==> config.mk <==
export PLATFORM = sky130hd
export DESIGN_NAME = poly1305_ctrl
export DESIGN_NICKNAME = d
export VERILOG_FILES = /design/src/rtl/poly1305_pkg.sv /design/src/rtl/poly1305_ctrl.sv
export SDC_FILE = /design/constraint.sdc
export NUM_CORES = 1
export LEC_CHECK = 0
export ABC_AREA = 1
export BUFFER_PORTS_ARGS = -buffer_cell sky130_fd_sc_hd__buf_2
export CAP_MARGIN = 10
export CORE_MARGIN = 3
export CORE_UTILIZATION = 54
export CTS_CLUSTER_DIAMETER = 50
export DETAILED_ROUTE_END_ITERATION = 16
export PLACE_DENSITY = 0.79
export SLEW_MARGIN = 20
export SYNTH_ARGS = -nofsm -noshare
export SYNTH_HDL_FRONTEND = slang
export SYNTH_SLANG_ARGS = --single-unit
export TNS_END_PERCENT = 1
==> constraint.sdc <==
create_clock -name clk -period 2.2 [get_ports clk]
set_input_delay 0.55 -clock clk [delete_from_list [all_inputs] [get_ports clk]]
set_output_delay 0.55 -clock clk [all_outputs]
set_load 0.02 [all_outputs]
==> src/rtl/poly1305_pkg.sv <==
// Package with the shared types and constants of the Poly1305 MAC core.
`timescale 1ns / 1ps
package poly1305_pkg;

	localparam logic [1:0] KIND_START    = 2'd0;
	localparam logic [1:0] KIND_ABSORB   = 2'd1;
	localparam logic [1:0] KIND_MULTIPLY = 2'd2;
	localparam logic [1:0] KIND_FINALIZE = 2'd3;

	localparam logic [1:0] REG_R_LOW  = 2'd0;
	localparam logic [1:0] REG_R_HIGH = 2'd1;
	localparam logic [1:0] REG_S_LOW  = 2'd2;
	localparam logic [1:0] REG_S_HIGH = 2'd3;

	localparam logic [127:0] R_CLAMP = 128'h0ffffffc0ffffffc0ffffffc0fffffff;

	typedef enum logic [6:0] {
		ST_IDLE  = 7'b0000001,
		ST_MUL   = 7'b0000010,
		ST_DRAIN = 7'b0000100,
		ST_RED1  = 7'b0001000,
		ST_RED2  = 7'b0010000,
		ST_RED3  = 7'b0100000,
		ST_WAIT  = 7'b1000000
	} state_t;

	typedef struct packed {
		logic       acc_clear;
		logic       h_load;
		logic       add_block;
		logic       tag_load;
		logic       mul_en;
		logic [2:0] h_word;
		logic [1:0] r_word;
		logic       col_end;
		logic       red1;
		logic       red2;
		logic       red3;
	} cmd_t;

	typedef struct packed {
		logic out_free;
	} status_t;

endpackage

==> src/rtl/poly1305_ctrl.sv <==
// Controller state machine that sequences the limb products and reduction steps.
`timescale 1ns / 1ps
module poly1305_ctrl (
	input  logic                  clk,
	input  logic                  arst_n,
	input  logic                  in_valid,
	input  logic [1:0]            in_kind,
	output logic                  in_ready,
	input  poly1305_pkg::status_t status,
	output poly1305_pkg::cmd_t    cmd
);

	poly1305_pkg::state_t state_q;
	logic [2:0] col_q;
	logic [2:0] row_q;
	logic [2:0] row_max;
	logic [2:0] row_min_next;
	logic [2:0] col_next;
	logic       accept;
	logic       col_end;
	logic       is_mul_kind;

	assign in_ready    = (state_q == poly1305_pkg::ST_IDLE) && status.out_free;
	assign accept      = in_valid && in_ready;
	assign is_mul_kind = in_kind inside {poly1305_pkg::KIND_ABSORB, poly1305_pkg::KIND_MULTIPLY};
	assign row_max      = (col_q > 3'd4) ? 3'd4 : col_q;
	assign col_end      = (row_q == row_max);
	assign col_next     = col_q + 3'd1;
	assign row_min_next = (col_next > 3'd3) ? (col_next - 3'd3) : 3'd0;

	always_comb begin
		logic [2:0] r_diff;
		r_diff        = col_q - row_q;
		cmd           = '0;
		cmd.acc_clear = accept && (in_kind == poly1305_pkg::KIND_START);
		cmd.h_load    = accept && is_mul_kind;
		cmd.add_block = (in_kind == poly1305_pkg::KIND_ABSORB);
		cmd.tag_load  = accept && (in_kind == poly1305_pkg::KIND_FINALIZE);
		cmd.mul_en    = (state_q == poly1305_pkg::ST_MUL);
		cmd.h_word    = row_q;
		cmd.r_word    = r_diff[1:0];
		cmd.col_end   = col_end;
		cmd.red1      = (state_q == poly1305_pkg::ST_RED1);
		cmd.red2      = (state_q == poly1305_pkg::ST_RED2);
		cmd.red3      = (state_q == poly1305_pkg::ST_RED3);
	end

	always_ff @(posedge clk or negedge arst_n) begin
		if (!arst_n) begin
			state_q <= poly1305_pkg::ST_IDLE;
			col_q   <= 3'd0;
			row_q   <= 3'd0;
		end else begin
			case (state_q)
				poly1305_pkg::ST_IDLE: begin
					col_q <= 3'd0;
					row_q <= 3'd0;
					if (accept && is_mul_kind) state_q <= poly1305_pkg::ST_MUL;
				end
				poly1305_pkg::ST_MUL: begin
					if (col_end) begin
						col_q <= col_next;
						row_q <= row_min_next;
						if (col_q == 3'd7) state_q <= poly1305_pkg::ST_DRAIN;
					end else begin
						row_q <= row_q + 3'd1;
					end
				end
				poly1305_pkg::ST_DRAIN: state_q <= poly1305_pkg::ST_RED1;
				poly1305_pkg::ST_RED1:  state_q <= poly1305_pkg::ST_RED2;
				poly1305_pkg::ST_RED2:  state_q <= poly1305_pkg::ST_RED3;
				poly1305_pkg::ST_RED3:  state_q <= poly1305_pkg::ST_WAIT;
				poly1305_pkg::ST_WAIT:  state_q <= poly1305_pkg::ST_IDLE;
				default:                state_q <= poly1305_pkg::ST_IDLE;
			endcase
		end
	end

endmodule

==> metrics.txt <==
# TYPE chip_impl_metric gauge
chip_impl_info{name="outcome",value="completed"} 1
chip_impl_metric{name="layout_worst_path_cycle_share",unit="%"} 95.95
chip_impl_info{name="hold_path.class",value="primary input to asynchronous set/reset pin"} 1
chip_impl_metric{name="netlist_instances",unit=""} 137
chip_impl_metric{name="synth.yosys.seq_area_share",unit="%"} 31.37
chip_impl_metric{name="peakVddDrop",unit="mV"} 0.8453
chip_impl_info{name="commonest_non_fill_non_tap_cell_in_the_layout",value="nand2_1"} 1
chip_impl_metric{name="antenna_cells_inserted",unit=""} 0
chip_impl_metric{name="ys_seq_elements",unit=""} 13
chip_impl_metric{name="tritoncts.num_buffers",unit=""} 3
chip_impl_metric{name="synth_enable_flop_cells",unit=""} 0
chip_impl_metric{name="cts_htree_levels",unit=""} 1
chip_impl_metric{name="cap_violations",unit=""} 0
chip_impl_metric{name="grt_antenna_before_repair",unit=""} 0
chip_impl_metric{name="power_leakage",unit="nW"} 0.7354
chip_impl_info{name="critPathMostFrequentCell",value="nor2_4"} 1
chip_impl_metric{name="route.detailed.wl_per_inst",unit="um"} 11.45
chip_impl_metric{name="cpPeakStageDelay",unit="ps"} 390
chip_impl_metric{name="final_wtd_congestion",unit=""} 0.8200
chip_impl_info{name="synth_top_cells_by_area",value="dfrtp_1 29%, ha_1 12%, nand2_1 11%, inv_1 7.9%, nand3_1 6.7%"} 1
chip_impl_metric{name="cp.arrival",unit="ps"} 1560
chip_impl_metric{name="netlist_area",unit="mm2"} 0.001041
chip_impl_metric{name="fmaxAchievable",unit="MHz"} 473.7
chip_impl_info{name="worst_setup_path_end_kind",value="output pin"} 1
chip_impl_metric{name="regArea",unit="um2"} 329.1
chip_impl_metric{name="yosysWarnings",unit=""} 0
chip_impl_metric{name="postSynthNetCount",unit=""} 153
chip_impl_metric{name="worstPathBufferInverterCount",unit=""} 4
chip_impl_info{name="layout.cells.most_common_list",value="29 x nand2_1, 19 x inv_1, 16 x buf_2"} 1
chip_impl_metric{name="fillers",unit=""} 145
chip_impl_metric{name="io_buffers",unit=""} 20
chip_impl_metric{name="worst_ep_required_time",unit="ps"} 1650
chip_impl_metric{name="hold_slack",unit="ps"} 144.6
chip_impl_info{name="cpLargestDelayFamily",value="simple AND/OR/NAND/NOR gates"} 1
chip_impl_info{name="slowest_stage",value="dfrtp_1"} 1
chip_impl_metric{name="post-route-min-period",unit="ps"} 2111
chip_impl_metric{name="num_io_pins",unit=""} 21
chip_impl_metric{name="core_area",unit="mm2"} 0.001764
chip_impl_metric{name="die_area",unit="mm2"} 0.002491
chip_impl_metric{name="clock_sink_count",unit=""} 13
chip_impl_metric{name="transition_time_at_the_pin_with_the_least_slew_margin",unit="ps"} 396.0
chip_impl_info{name="yosys_most_used_dff",value="dfrtp_1"} 1
chip_impl_metric{name="dpl-instance-area",unit="mm2"} 0.001165
chip_impl_metric{name="totalWireLength",unit="um"} 2221
chip_impl_metric{name="multi_input_comb_area",unit="um2"} 638.1
chip_impl_metric{name="route.detailed.vias_per_inst",unit=""} 4.784
chip_impl_metric{name="detailedRoute.firstIterationViolations",unit=""} 18
chip_impl_metric{name="design.final.nets",unit=""} 186
chip_impl_info{name="timing.critical_path.from_type",value="flop"} 1
chip_impl_metric{name="relSlewSlack",unit="%"} 73.37
chip_impl_metric{name="post_route_antenna_net_violation_count",unit=""} 0
chip_impl_metric{name="final_max_slew_viol_count",unit=""} 0
chip_impl_metric{name="gr-total-overflow",unit=""} 0
chip_impl_info{name="worstSetupStartpoint",value="state_q[4]$_DFFE_PN0P_"} 1
chip_impl_metric{name="die_h",unit="um"} 49.91
chip_impl_info{name="cts_tree",value="built"} 1
chip_impl_metric{name="row_count",unit=""} 15
chip_impl_metric{name="first_pass_iteration_count_of_the_detailed_router",unit=""} 4
chip_impl_metric{name="yosysTopAreaCellShare",unit="%"} 28.85
chip_impl_metric{name="drc",unit=""} 0
chip_impl_metric{name="cts_buffer_depth",unit=""} 2
chip_impl_metric{name="detailed_place_hpwl",unit="um"} 1686
chip_impl_metric{name="grt_first_pass_wirelength",unit="um"} 3629
chip_impl_metric{name="grt_start_max_net_pins",unit=""} 14
chip_impl_info{name="crit_path_cell_trace",value="inv_2 -> nand2_2 -> nor2_4 -> inv_6 -> nor2_4 -> inv_4 -> nor2_4 -> nand2_4 -> nor2_4 -> buf_6"} 1
chip_impl_metric{name="worstSkewPairLatency",unit="ps"} 280
chip_impl_info{name="clock_tree.root_cell",value="clkbuf_4"} 1
chip_impl_metric{name="fin_area",unit="mm2"} 0.001325
chip_impl_metric{name="chipWidth",unit="um"} 49.91
chip_impl_metric{name="worst_r2r_path_depth",unit=""} 10
chip_impl_metric{name="worst_clock_skew",unit="ps"} 4.717
chip_impl_metric{name="crit_cells",unit=""} 10
chip_impl_metric{name="grt_use_total",unit="%"} 18.83
chip_impl_metric{name="initial_core_util",unit="%"} 59.01
chip_impl_info{name="worst-setup-path-type",value="flop to output pin"} 1
chip_impl_metric{name="power.density_cell_area",unit="mW/mm2"} 1380
chip_impl_metric{name="first_global_vias",unit=""} 877
chip_impl_metric{name="cts.clk_slew.worst_paths",unit="ps"} 80
chip_impl_metric{name="final-setup-viol-count",unit=""} 0
chip_impl_metric{name="area.growth.synth_to_final",unit="%"} 27.28
chip_impl_metric{name="postCtsHoldBufs",unit=""} 0
chip_impl_metric{name="async_flop_share",unit="%"} 100.0
chip_impl_metric{name="postSynthAreaPerCell",unit="um2"} 7.599
chip_impl_info{name="yosys.area.top_type",value="dfrtp_1"} 1
chip_impl_metric{name="routed-via-count",unit=""} 928
chip_impl_metric{name="yosys.cell_types.count",unit=""} 22
chip_impl_metric{name="worstPathMaxFanout",unit=""} 3
chip_impl_metric{name="drive_above_1_share",unit="%"} 39.05
chip_impl_info{name="regToRegStartpoint",value="col_q[0]$_DFFE_PN0P_"} 1
chip_impl_metric{name="hold_violations",unit=""} 0
[cell type report]
cell class                 instances  area share [%]
tap                               25           2.361
multi-input combinational         96           48.16
timing repair buffer              29           14.26
clock buffer                       4           1.983
inverter                          27           8.404
sequential                        13           24.83
[registers in the layout (all words and copies together) (netlist names)]
name     flops
col_q        3
row_q        3
state_q      7
[layer usage]
metal  global-route usage [%]  wire, um
met2                    34.80      1204
met5                        0         0
met4                    1.843         0
met3                    6.344       114
met1                    21.39       902
[cells in the mapped netlist (3+ instances only)]
library cell	n
nor2_1	13
nand3_1	14
nor2_4	4
nand2_1	31
nand2_2	4
inv_1	22
nor2_2	3
ha_1	10
xnor2_1	3
inv_2	4
nand2_4	3
dfrtp_1	12
[through the flow]
stage | setup WS, ps | utilization (%) | power [W] | instances | setup TNS (ps)
after floorplan | 269.5 | - | 0.001262 | 137 | 0
after global placement | 309.4 | 66.03 | 0.001447 | 181 | 0
after detailed placement | 224.8 | 66.03 | 0.001481 | 181 | 0
after CTS | 11.74 | 69.43 | 0.001687 | 187 | 0
after global routing | -21.77 | 75.11 | 0.001980 | 194 | -40.23
final | 89.01 | 75.11 | 0.001828 | 194 | 0
[path summary, 6_finish.rpt]
kind                                           to  slack (ps)
max                                       cmd[12]          90
min                        state_q[6]$_DFFE_PN0P_         140
max reg2reg                  row_q[1]$_DFFE_PN0P_         330
min reg2reg                  col_q[0]$_DFFE_PN0P_         560
max in group asynchronous  state_q[0]$_DFFE_PN1P_        1770
min in group clk             col_q[0]$_DFFE_PN0P_         560
[where the power goes]
group / leakage [nW] / internal (W) / switching [W]
logic: 0.548 / 0.000505 / 0.000779
registers: 0.172 / 0.000306 / 0.0000892
clock network: 0.0150 / 0.0000703 / 0.0000794
total: 0.735 / 0.000881 / 0.000947
[kinds of logic (layout without fill, tap and decap cells)]
group | count (synthesis) | count (layout) | synth area share, %
buffers and inverters | 28 | 60 | 10.94
adder cells (fa/ha/maj) | 10 | 10 | 12.02
flip-flops | 13 | 13 | 31.37
AO/OA/AOI/OAI | 3 | 3 | 1.683
XOR/XNOR | 5 | 5 | 4.207
AND/OR/NAND/NOR | 78 | 78 | 39.78
[worst reg2reg max path, delay by kind of cell (launching register included)]
kind	cells	cell delay [ps]
and+or+nand+nor	4	320
buffers and inverters	2	210
adders and majority gates	3	670
DFF	1	440
AOI/OAI and AO/OA	1	190
[repair_timing]
| item | CTS | global route |
|---|---|---|
| gates resized for setup | 9 | 15 |
| pin swaps | 4 | 8 |
| buffers inserted | 2 | 7 |
| gates cloned | 0 | 0 |
| setup endpoints to repair | 2 | 4 |
Power figures use the tool's default switching activity.
